File: config.mk
export PLATFORM = sky130hd
export DESIGN_NAME = swi_phase_mask_min_projection_flat
export DESIGN_NICKNAME = d
export VERILOG_FILES = /design/src/rtl/wspm_pkg.sv /design/src/rtl/wspm_stream_if.sv /design/src/rtl/wspm_cell.sv /design/src/rtl/wspm_window.sv /design/src/rtl/swi_phase_mask_min_projection.sv /design/src/flat_wrapper.sv
export SDC_FILE = /design/constraint.sdc
export NUM_CORES = 2
export LEC_CHECK = 0
export BUFFER_PORTS_ARGS = -buffer_cell sky130_fd_sc_hd__buf_2
export CAP_MARGIN = 5
export CORE_ASPECT_RATIO = 1.4
export CORE_MARGIN = 2
export CORE_UTILIZATION = 58
export DETAILED_ROUTE_END_ITERATION = 8
export GPL_TIMING_DRIVEN = 0
export PLACE_DENSITY = 0.7
export SETUP_SLACK_MARGIN = 0.4
export SLEW_MARGIN = 20
export SYNTH_ARGS = -nofsm -noshare
export SYNTH_HDL_FRONTEND = slang
export SYNTH_SLANG_ARGS = --single-unit
File: constraint.sdc
create_clock -name clk -period 14 [get_ports clk]
set_input_delay 1.4 -clock clk [delete_from_list [all_inputs] [get_ports clk]]
set_output_delay 1.4 -clock clk [all_outputs]
set_load 0.02 [all_outputs]
File: src/rtl/wspm_pkg.sv
// ----------------------------------------------------------------------------
// wspm_pkg: shared types and constants
// Widths, register indexes and the control types of the phase mask
// weighting block and its window unit.
// ----------------------------------------------------------------------------
package wspm_pkg;

	localparam int MAX_WINDOW = 16;
	localparam int IDX_W      = $clog2(MAX_WINDOW);
	localparam int CNT_W      = $clog2(MAX_WINDOW + 1);
	localparam int DATA_W     = 16;
	localparam int CFG_IDX_W  = 2;

	localparam logic [16:0] ONE_Q16 = 17'h10000;

	localparam logic [CFG_IDX_W-1:0] CFG_PHASE_CUTOFF  = 2'd0;
	localparam logic [CFG_IDX_W-1:0] CFG_POWER_COUNT   = 2'd1;
	localparam logic [CFG_IDX_W-1:0] CFG_WINDOW_LEVELS = 2'd2;

	typedef enum logic [4:0] {
		ST_IDLE  = 5'b00001,
		ST_DIV   = 5'b00010,
		ST_MUL   = 5'b00100,
		ST_SCALE = 5'b01000,
		ST_WIN   = 5'b10000
	} wspm_state_t;

	typedef enum logic [3:0] {
		WS_IDLE  = 4'b0001,
		WS_CHECK = 4'b0010,
		WS_SCAN  = 4'b0100,
		WS_OUT   = 4'b1000
	} wspm_win_state_t;

	// insert request from the weighting datapath to the window unit
	typedef struct packed {
		logic start;
		logic last;
	} wspm_win_req_t;

endpackage

File: src/rtl/wspm_stream_if.sv
// ----------------------------------------------------------------------------
// wspm stream interfaces
// Valid/ready channels for voxel input and projected result output.
// ----------------------------------------------------------------------------
interface wspm_in_if;
	logic        valid;
	logic        ready;
	logic [15:0] magnitude;
	logic signed [15:0] high_pass_phase;
	logic        last_in_column;

	modport source (output valid, magnitude, high_pass_phase, last_in_column, input ready);
	modport sink   (input valid, magnitude, high_pass_phase, last_in_column, output ready);
endinterface

interface wspm_out_if;
	logic        valid;
	logic        ready;
	logic [15:0] projected_value;
	logic        column_end;

	modport source (output valid, projected_value, column_end, input ready);
	modport sink   (input valid, projected_value, column_end, output ready);
endinterface

File: src/rtl/wspm_cell.sv
// ----------------------------------------------------------------------------
// wspm_cell: one window slot
// Holds one weighted value; loads a new one or takes its neighbor's on shift.
// ----------------------------------------------------------------------------
module wspm_cell
	import wspm_pkg::*;
(
	input  logic              clk,
	input  logic              load,
	input  logic              shift,
	input  logic [DATA_W-1:0] din,
	input  logic [DATA_W-1:0] nbr,
	output logic [DATA_W-1:0] q
);

	logic [DATA_W-1:0] val_q;

	always_ff @(posedge clk) begin
		if (load) begin
			val_q <= din;
		end else if (shift) begin
			val_q <= nbr;
		end
	end

	assign q = val_q;

endmodule

File: src/rtl/wspm_window.sv
// ----------------------------------------------------------------------------
// wspm_window: forward minimum window
// Row of cells, oldest first. Scans the window for its minimum, emits it,
// then shifts the row down by one cell.
// ----------------------------------------------------------------------------
module wspm_window
	import wspm_pkg::*;
(
	input  logic              clk,
	input  logic              arst_n,
	input  wspm_win_req_t     req,
	input  logic [DATA_W-1:0] val,
	input  logic [CNT_W-1:0]  win,
	output logic              idle,
	wspm_out_if.source        res
);

	wspm_win_state_t   st_q;
	logic [CNT_W-1:0]  fill_q;
	logic [IDX_W-1:0]  k_q;
	logic [CNT_W-1:0]  lim_q;
	logic [DATA_W-1:0] min_q;
	logic              last_q;
	logic              cend_q;

	logic [DATA_W-1:0] cell_q [MAX_WINDOW];
	logic [IDX_W-1:0]  ins_idx;
	logic              xfer;
	logic              emit;

	// a full row drops its newest entry
	assign ins_idx = (fill_q >= CNT_W'(MAX_WINDOW)) ? IDX_W'(MAX_WINDOW - 1)
		: fill_q[IDX_W-1:0];
	assign xfer    = res.valid && res.ready;
	assign emit    = last_q ? (fill_q != '0) : (fill_q >= win);

	for (genvar i = 0; i < MAX_WINDOW; i++) begin : g_cell
		logic [DATA_W-1:0] nbr;
		if (i == MAX_WINDOW - 1) begin : g_end
			assign nbr = cell_q[i];
		end else begin : g_mid
			assign nbr = cell_q[i+1];
		end
		wspm_cell u_cell (
			.clk   (clk),
			.load  (req.start && (ins_idx == IDX_W'(i))),
			.shift (xfer),
			.din   (val),
			.nbr   (nbr),
			.q     (cell_q[i])
		);
	end

	always_ff @(posedge clk or negedge arst_n) begin
		if (!arst_n) begin
			st_q   <= WS_IDLE;
			fill_q <= '0;
		end else begin
			unique case (st_q)
				WS_IDLE: begin
					if (req.start) begin
						fill_q <= CNT_W'(ins_idx) + CNT_W'(1);
						st_q   <= WS_CHECK;
					end
				end
				WS_CHECK: begin
					st_q <= emit ? WS_SCAN : WS_IDLE;
				end
				WS_SCAN: begin
					if (CNT_W'(k_q) == lim_q - CNT_W'(1)) begin
						st_q <= WS_OUT;
					end
				end
				WS_OUT: begin
					if (xfer) begin
						fill_q <= fill_q - CNT_W'(1);
						st_q   <= WS_CHECK;
					end
				end
				default: st_q <= WS_IDLE;
			endcase
		end
	end

	always_ff @(posedge clk) begin
		if (st_q == WS_IDLE && req.start) begin
			last_q <= req.last;
		end
		if (st_q == WS_CHECK) begin
			k_q    <= '0;
			min_q  <= '1;
			lim_q  <= last_q ? fill_q : win;
			cend_q <= last_q && (fill_q == CNT_W'(1));
		end else if (st_q == WS_SCAN) begin
			if (cell_q[k_q] < min_q) begin
				min_q <= cell_q[k_q];
			end
			k_q <= k_q + IDX_W'(1);
		end
	end

	assign idle                = (st_q == WS_IDLE);
	assign res.valid           = (st_q == WS_OUT);
	assign res.projected_value = min_q;
	assign res.column_end      = cend_q;

endmodule

File: src/rtl/swi_phase_mask_min_projection.sv
// ----------------------------------------------------------------------------
// swi_phase_mask_min_projection: phase mask weighting with forward min window
// Weights each magnitude by a phase mask raised to a power and emits the
// minimum over a forward window of rows along a y column.
// ----------------------------------------------------------------------------
// Usage:
//   vox carries one voxel per transfer (magnitude, high-pass phase, last row
//   flag). res carries projected values, one per row, in row order; the
//   result of a column's last row has column_end set.
//   cfg_we/cfg_index/cfg_data write phase_cutoff (0), power_count (1) and
//   window_levels (2); write only while the block is idle.
// Processing (one voxel at a time, vox.ready is low while it is processed):
//   mask: set directly, or by a division by the cutoff when one is needed
//   (bit-serial restoring divider), power: power_count multiplications on one
//   17x17 multiplier, then scale, then insert and check.
//   Each emitted result adds a window scan over window_levels (or remaining
//   rows at column end) cells, an output state and a check state.
// Reset clears the state machines, the fill count, the start strobe and the
//   configuration registers; window contents stay undefined until written.
// A stalled receiver holds the result in the output register; the block
//   waits and takes no new voxel until the voxel's results are all out.
// ----------------------------------------------------------------------------
module swi_phase_mask_min_projection
	import wspm_pkg::*;
(
	input  logic                 clk,
	input  logic                 arst_n,
	input  logic                 cfg_we,
	input  logic [CFG_IDX_W-1:0] cfg_index,
	input  logic [15:0]          cfg_data,
	wspm_in_if.sink              vox,
	wspm_out_if.source           res
);

	// configuration
	logic signed [15:0] cutoff_q;
	logic [3:0]         power_q;
	logic [4:0]         levels_q;

	always_ff @(posedge clk or negedge arst_n) begin
		if (!arst_n) begin
			cutoff_q <= 16'sh8000;
			power_q  <= 4'd4;
			levels_q <= 5'd4;
		end else if (cfg_we) begin
			unique case (cfg_index)
				CFG_PHASE_CUTOFF:  cutoff_q <= cfg_data;
				CFG_POWER_COUNT:   power_q  <= cfg_data[3:0];
				CFG_WINDOW_LEVELS: levels_q <= cfg_data[4:0];
				default: ;
			endcase
		end
	end

	// zero counts as one row, anything past the row length as the full row
	logic [CNT_W-1:0] win_eff;
	always_comb begin
		if (levels_q == '0) begin
			win_eff = CNT_W'(1);
		end else if (CNT_W'(levels_q) > CNT_W'(MAX_WINDOW)) begin
			win_eff = CNT_W'(MAX_WINDOW);
		end else begin
			win_eff = CNT_W'(levels_q);
		end
	end

	// weighting datapath
	wspm_state_t  st_q;
	logic [15:0]  mag_q;
	logic         last_q;
	logic [16:0]  rem_q;
	logic [16:0]  nc_q;
	logic [15:0]  quo_q;
	logic [3:0]   dcnt_q;
	logic [16:0]  m_q;
	logic [16:0]  w_q;
	logic [3:0]   pcnt_q;
	logic [15:0]  val_q;
	logic         win_idle;
	logic         win_idle_raw;
	wspm_win_req_t win_req;

	logic               accept;
	logic signed [16:0] p_ext;
	logic signed [16:0] c_ext;
	logic [16:0]        rem_sh;
	logic               qbit;
	logic [15:0]        quo_nx;
	logic [33:0]        prod_w;
	logic [32:0]        prod_v;

	assign vox.ready = (st_q == ST_IDLE);
	assign accept    = vox.valid && vox.ready;
	assign p_ext     = 17'(vox.high_pass_phase);
	assign c_ext     = 17'(cutoff_q);

	// one restoring division step; remainder stays below the divisor
	assign rem_sh = {rem_q[15:0], 1'b0};
	assign qbit   = (rem_sh >= nc_q);
	assign quo_nx = {quo_q[14:0], qbit};

	assign prod_w = w_q * m_q;
	assign prod_v = w_q * {1'b0, mag_q};

	always_ff @(posedge clk or negedge arst_n) begin
		if (!arst_n) begin
			st_q <= ST_IDLE;
		end else begin
			unique case (st_q)
				ST_IDLE: begin
					if (accept) begin
						st_q <= (p_ext > 0 || p_ext <= c_ext) ? ST_MUL : ST_DIV;
					end
				end
				ST_DIV: begin
					if (dcnt_q == '0) begin
						st_q <= ST_MUL;
					end
				end
				ST_MUL: begin
					if (pcnt_q == '0) begin
						st_q <= ST_SCALE;
					end
				end
				ST_SCALE: st_q <= ST_WIN;
				ST_WIN: begin
					if (win_idle) begin
						st_q <= ST_IDLE;
					end
				end
				default: st_q <= ST_IDLE;
			endcase
		end
	end

	always_ff @(posedge clk) begin
		unique case (st_q)
			ST_IDLE: begin
				if (accept) begin
					mag_q  <= vox.magnitude;
					last_q <= vox.last_in_column;
					w_q    <= ONE_Q16;
					pcnt_q <= power_q;
					rem_q  <= 17'(-p_ext);
					nc_q   <= 17'(-c_ext);
					quo_q  <= '0;
					dcnt_q <= 4'd15;
					if (p_ext > 0) begin
						m_q <= ONE_Q16;
					end else begin
						m_q <= '0;
					end
				end
			end
			ST_DIV: begin
				rem_q  <= qbit ? (rem_sh - nc_q) : rem_sh;
				quo_q  <= quo_nx;
				dcnt_q <= dcnt_q - 4'd1;
				if (dcnt_q == '0) begin
					m_q <= ONE_Q16 - {1'b0, quo_nx};
				end
			end
			ST_MUL: begin
				if (pcnt_q != '0) begin
					w_q    <= prod_w[32:16];
					pcnt_q <= pcnt_q - 4'd1;
				end
			end
			ST_SCALE: val_q <= prod_v[31:16];
			ST_WIN: ;
			default: ;
		endcase
	end

	// the window unit latches the value on the cycle after scaling
	logic start_q;
	always_ff @(posedge clk or negedge arst_n) begin
		if (!arst_n) begin
			start_q <= 1'b0;
		end else begin
			start_q <= (st_q == ST_SCALE);
		end
	end

	assign win_req.start = start_q;
	assign win_req.last  = last_q;

	wspm_window u_window (
		.clk    (clk),
		.arst_n (arst_n),
		.req    (win_req),
		.val    (val_q),
		.win    (win_eff),
		.idle   (win_idle_raw),
		.res    (res)
	);

	// ST_WIN must not see the idle window before the insert lands
	assign win_idle = win_idle_raw && !start_q && (st_q != ST_SCALE);

endmodule

File: src/flat_wrapper.sv
// flat-port wrapper written by rule: the top's interface ports become plain ports
module swi_phase_mask_min_projection_flat import wspm_pkg::*;
  (clk, arst_n, cfg_we, cfg_index, cfg_data, vox_valid, vox_magnitude, vox_high_pass_phase, vox_last_in_column, vox_ready, res_valid, res_projected_value, res_column_end, res_ready);
  wspm_in_if vox_i ();
  wspm_out_if res_i ();
  input  logic clk;
  input  logic arst_n;
  input  logic cfg_we;
  input  logic [CFG_IDX_W-1:0] cfg_index;
  input  logic [15:0] cfg_data;
  input wire logic [$bits(vox_i.valid)-1:0] vox_valid;
  input wire logic [$bits(vox_i.magnitude)-1:0] vox_magnitude;
  input wire logic [$bits(vox_i.high_pass_phase)-1:0] vox_high_pass_phase;
  input wire logic [$bits(vox_i.last_in_column)-1:0] vox_last_in_column;
  output wire logic [$bits(vox_i.ready)-1:0] vox_ready;
  output wire logic [$bits(res_i.valid)-1:0] res_valid;
  output wire logic [$bits(res_i.projected_value)-1:0] res_projected_value;
  output wire logic [$bits(res_i.column_end)-1:0] res_column_end;
  input wire logic [$bits(res_i.ready)-1:0] res_ready;
  assign vox_i.valid = vox_valid;
  assign vox_i.magnitude = vox_magnitude;
  assign vox_i.high_pass_phase = vox_high_pass_phase;
  assign vox_i.last_in_column = vox_last_in_column;
  assign vox_ready = vox_i.ready;
  assign res_valid = res_i.valid;
  assign res_projected_value = res_i.projected_value;
  assign res_column_end = res_i.column_end;
  assign res_i.ready = res_ready;
  swi_phase_mask_min_projection u_core (.clk(clk), .arst_n(arst_n), .cfg_we(cfg_we), .cfg_index(cfg_index), .cfg_data(cfg_data), .vox(vox_i), .res(res_i));
endmodule
After elaboration in Yosys (flattened, before gate mapping)
Index checks and enable logic that the tools add are counted.

storage, ports and cells
  register bits after elaboration = 446
  latch bits = 0
  bits in writable memories = 0
  ROM bits = 0
  bits of input ports = 56
  output and inout port bits = 19
  logic and storage cells = 225
  memories = 0

cells by class
  add/subtract/negate cells = 10
  $mul = 2
  div/mod/pow operators = 0
  $lt $le $gt $ge = 8
  equal/unequal tests = 37
  shift-type cells = 0
  muxes and demuxes = 69
  bitwise gates (word level) = 1
  reduce and logical (&&, ||, !) cells = 60

operator list
  cell                                                  number
  2-to-1 mux 16 bit                                     34
  2-to-1 mux 17 bit                                     5
  one-hot mux 17 bit (2 select lines)                   2
  binary-select mux 16 bit (select 4 bit)               1
  2-to-1 mux 5 bit                                      9
  equality test 4 bit (second input constant)           9
  nonzero test 2 bit                                    18
  multiplier 17 x 17 -> 33 bit                          1
  multiplier 17 x 16 -> 32 bit                          1
  one-hot mux 16 bit (2 select lines)                   1
  one-hot mux 15 bit (2 select lines)                   1
  2-to-1 mux 4 bit                                      7
  one-hot mux 5 bit (5 select lines)                    1
  logical AND 1 bit                                     22
  equality test 4 x 3 -> 1 bit (second input constant)  5
  greater-or-equal comparator 17 bit                    1
  negator 16 -> 17 bit                                  1
  subtractor 17 x 16 -> 17 bit (first input constant)   1
  > comparator 16 x 1 -> 1 bit (second input constant)  1
  <= comparator 16 bit                                  1
  < comparator 16 bit                                   1
  negator 16 bit                                        1
  one-hot mux 4 bit (2 select lines)                    2
  one-hot mux 4 bit (4 select lines)                    1
  other kinds (36)                                      60

Depth between registers and ports, before layout
  depth after elaboration = 7
  mapped depth = 23
  gate-level depth less buffers = 22

By module
From an unflattened synthesis, not the netlist that was laid out.

second synthesis, totals
  cell total of the unflattened synthesis = 3686
  area, all modules = 41324.6 um^2

modules (own cells, without submodules)
  module                         instances  cells an instance  area each (um^2)  sequential area each (um^2)
  swi_phase_mask_min_projection  1          2714               25255.5           4474.3
  wspm_cell                      16         35                 732.0             480.5
  wspm_window                    1          412                4357.9            837.1

Least setup slack after synthesis
Ideal clock, no wire load.

  path kind = reg2reg
  start point = reg u_core.m_q[8]
  end point = reg u_core.w_q[15], data pin
  setup time = 0.131 ns
  arrival = 5.839 ns
  required time = 13.869 ns
  path slack = 8.030 ns
  stages on the path, launching flop included = 24
  path buffers = 2
  clock period less this slack = 5.970 ns
  cells stage by stage = edfxtp_1 clkbuf_1 clkbuf_1 nand2_1 fa_1 inv_1 fa_1 inv_1 fa_1 inv_1 fa_1 fa_1 inv_1 fa_1 inv_1 ha_1 nand4_1 nor3_1 o211ai_1 o2111ai_1 nand2_1 or3_1 a211oi_1 a31o_1

on the way
  word-level cells in the longest chain between the ends = 3

RTL lines
  element                              RTL line                              source
  start: declaration                   swi_phase_mask_min_projection.sv:75   logic [16:0] m_q;
  start signal: assignment             swi_phase_mask_min_projection.sv:160  m_q <= ONE_Q16 - {1'b0, quo_nx};
  multiplier 17 x 17 -> 33 bit         swi_phase_mask_min_projection.sv:102  assign prod_w = w_q * m_q;
  2-to-1 mux 17 bit                    swi_phase_mask_min_projection.sv:164  if (pcnt_q != '0) begin
  one-hot mux 17 bit (2 select lines)  swi_phase_mask_min_projection.sv:137  unique case (st_q)
  end signal: assignment               swi_phase_mask_min_projection.sv:165  w_q <= prod_w[32:16];
  end: declaration                     swi_phase_mask_min_projection.sv:76   logic [16:0] w_q;

No other way between the ends. The select of a mux whose other input is x is not followed.
A chain may end at the register's enable or synchronous reset.

Final worst setup path
  start point = reg u_core.m_q[8]
  end point = reg u_core.w_q[16], data pin

Same word-level chain as after synthesis.

==> metrics.txt <==
Iter 0 DRT Violations=1951; Worst Path Max Fanout=10; initial antenna violation count=2; Die Y=314 um; RSZ-0062 raised after global routing=no; hold_sp=u_core.last_q$_DFFE_PP_; htree depth=2; worst-case reg-to-reg path depth=23; Worst-Skew Late Latency=630 ps; Arr. time, crit path=7790 ps; endpoint of the worst hold path=u_core.u_window.last_q$_DFFE_PP_; via/cell ratio=5.84; vias=27103; status=finished clean; most common cell after layout, fill and taps aside=inv_1; fin crit share=53.2%; post-synth top area cell=edfxtp_1; first-pass GRT wire length=164000 um; #FFs+latches synth=446; total routed wirelength=105000 um; Final Hold Viols=0; ys async rst share=8.97%; clock root cell=clkbuf_16; antenna viol nets, final=0; post-synthesis sequential area ratio=32.6%; top_reg_cell synth=edfxtp_1; startpoint types=flop; routed length per placed instance=22.7 um; Hold WC Path Type=flop to flop; row cnt=113; Cells after Synth=3611; I/O pins=75; largest net degree at the start of global routing=41; clk sinks=446; critical path required time=14340 ps; post-detail-place hpwl=83200 um; share of layout cells above drive strength 1=13.6%; fin. max-slew vios=0; gp weighted congestion=0.945; TritonCTS buffer count=46; core box area=67900 um2; CTS clk-pin slew, worst paths=60 ps; CP Capture Type=flop; die area=70800 um2; RR Startpoint=u_core.m_q[8]$_SDFFCE_PN0P_; synthesized area per cell=11.0 um2; CTS tree=built; top cell type's share of synthesized area=29.1%; number of port buffers=74; vias in the first global route=28808; Layout area overhead=7.49%; die width=226 um; Highest Clock Rate=134 MHz; clock buffer depth=3; top cells by area, synth=edfxtp_1 (29%), fa_1 (22%), ha_1 (8.4%), mux2_2 (7.1%), inv_1 (5.4%); Final setup violation count=0; starting density of the core=58.7%; Layout Nets=4488; hold depth=0; number of synthesized flops with an enable pin=386; type of the worst setup path=flop to flop; post_cts resized=0; max_cap viols=0; most frequent cells in the layout=inv_1 (576), nand2_1 (468), fa_1 (428); Unique masters post-synth=75; FF-to-FF setup slack=6550 ps; Final min period=7450 ps; mapped cell area=39800 um2; # DRC=0; Setup TNS Final=0 ps; final global-route overflow total=0; Worst Tran Pin Value=1040 ps; relative slew slack=30.3%; 1st-pass router iterations=6; Overall Global Routing Usage=31.0%; Hold-fix buffers, CTS=0; Yosys warnings=0; Post-Syn Nets=4361; clk_skew=55.0 ps; worst r2r dst=u_core.w_q[16]$_SDFFCE_PN1P_; Setup Fix Bufs, Post-CTS=0
flip-flops by register name (all words and copies together), names as in the netlist, 5 cells and up:
register                             count
u_core.st_q                              5
u_core.nc_q                             17
u_core.u_window.fill_q                   5
u_core.rem_q                            16
u_core.quo_q                            15
u_core.u_window.res.projected_value     16
u_core.mag_q                            16
u_core.m_q                              17
u_core.w_q                              17
u_core.u_window.lim_q                    5
u_core.u_window.g_cell.u_cell.q        256
u_core.val_q                            16
u_core.cutoff_q                         16
u_core.levels_q                          5
critical path, cell delays in order, from the launching register on:
cell and delay [ps]:
edfxtp_1 320, clkbuf_1 530, clkbuf_1 540, nand2_1 170, fa_1 570, inv_1 60
fa_1 490, inv_1 50, fa_1 540, inv_1 70, fa_1 470, fa_1 510
inv_1 50, fa_1 470, inv_1 40, ha_1 320, a21oi_1 180, a21oi_1 100
o21a_1 150, o311a_1 410, o21ai_1 480, a31oi_1 290, xnor2_1 260, nand3_1 90
synthesized netlist by cell type, types with 16 or more instances:
| cell | count |
|---|---|
| o211ai_1 | 16 |
| xnor2_1 | 59 |
| nor3_1 | 35 |
| xor2_1 | 39 |
| nand4_1 | 17 |
| mux2_2 | 251 |
| dfrtp_1 | 35 |
| inv_1 | 577 |
| dfxtp_1 | 20 |
| nand3_1 | 27 |
| nor2_1 | 119 |
| mux4_2 | 79 |
| o21ai_0 | 63 |
| a21o_1 | 29 |
| edfxtp_1 | 386 |
| clkbuf_1 | 158 |
| a21oi_1 | 78 |
| and2_1 | 250 |
| nand2_1 | 470 |
| ha_1 | 266 |
| fa_1 | 428 |
worst max path at each step:
stage | start | endpoint | slack, ps
3_3_place_gp | u_core.m_q[8]$_SDFFCE_PN0P_ | u_core.w_q[16]$_SDFFCE_PN1P_ | 6720
6_report | u_core.m_q[8]$_SDFFCE_PN0P_ | u_core.w_q[16]$_SDFFCE_PN1P_ | 6550
2_1_floorplan | u_core.m_q[8]$_SDFFCE_PN0P_ | u_core.w_q[15]$_SDFFCE_PN0P_ | 8030
3_5_place_dp | u_core.m_q[8]$_SDFFCE_PN0P_ | u_core.w_q[16]$_SDFFCE_PN1P_ | 6660
5_1_grt | u_core.m_q[8]$_SDFFCE_PN0P_ | u_core.w_q[15]$_SDFFCE_PN0P_ | 6330
4_1_cts | u_core.m_q[8]$_SDFFCE_PN0P_ | u_core.w_q[16]$_SDFFCE_PN1P_ | 6650
area by class of cell:
class / instances / area [um2]
antenna: 2 / 5.00
buffer: 175 / 686
clock buffer: 61 / 1240
clock inverter: 23 / 196
fill: 5532 / 25000
inverter: 577 / 2170
multi-input combinational: 2413 / 24000
sequential: 446 / 13000
tap: 862 / 1080
timing repair buffer: 79 / 452
through the flow:
stage | std cells | cell area, um2 | hold WS [ps] | setup WS (ps) | utilization, %
after floorplan | 3611 | 39800 | 400 | 8030 | -
after global placement | 4547 | 41300 | 435 | 6720 | 60.8
after detailed placement | 4552 | 41400 | 431 | 6660 | 61.0
after CTS | 4636 | 42800 | 447 | 6650 | 63.1
after global routing | 4638 | 42800 | 444 | 6330 | 63.1
final | 4638 | 42800 | 444 | 6550 | 63.1
kinds of logic (layout without fill, tap and decap cells):
| family | Yosys count | in the layout | share of synthesized area (%) |
|---|---|---|---|
| multiplexers | 335 | 335 | 11.7 |
| AND/OR/NAND/NOR | 1007 | 1007 | 12.1 |
| buffers and inverters | 752 | 915 | 7.16 |
| XOR/XNOR | 98 | 98 | 2.15 |
| adder cells (fa/ha/maj) | 694 | 694 | 29.9 |
| flip-flops | 446 | 446 | 32.6 |
| AO/OA/AOI/OAI | 279 | 279 | 4.39 |
| other | 0 | 2 | 0 |
metal layers:
| layer | vias to the layer above | routed length (um) | GRT usage [%] |
|---|---|---|---|
| met1 | 13669 | 38000 | 34.7 |
| li1 | 12199 | - | - |
| met4 | 0 | 8720 | 22.0 |
| met3 | 340 | 4750 | 3.57 |
| met2 | 895 | 53900 | 54.9 |
| met5 | - | 0 | 0 |
Power is left out: the tool's default activity adds up to more than one toggle a clock period on the data nets, which glitch-free logic cannot reach.
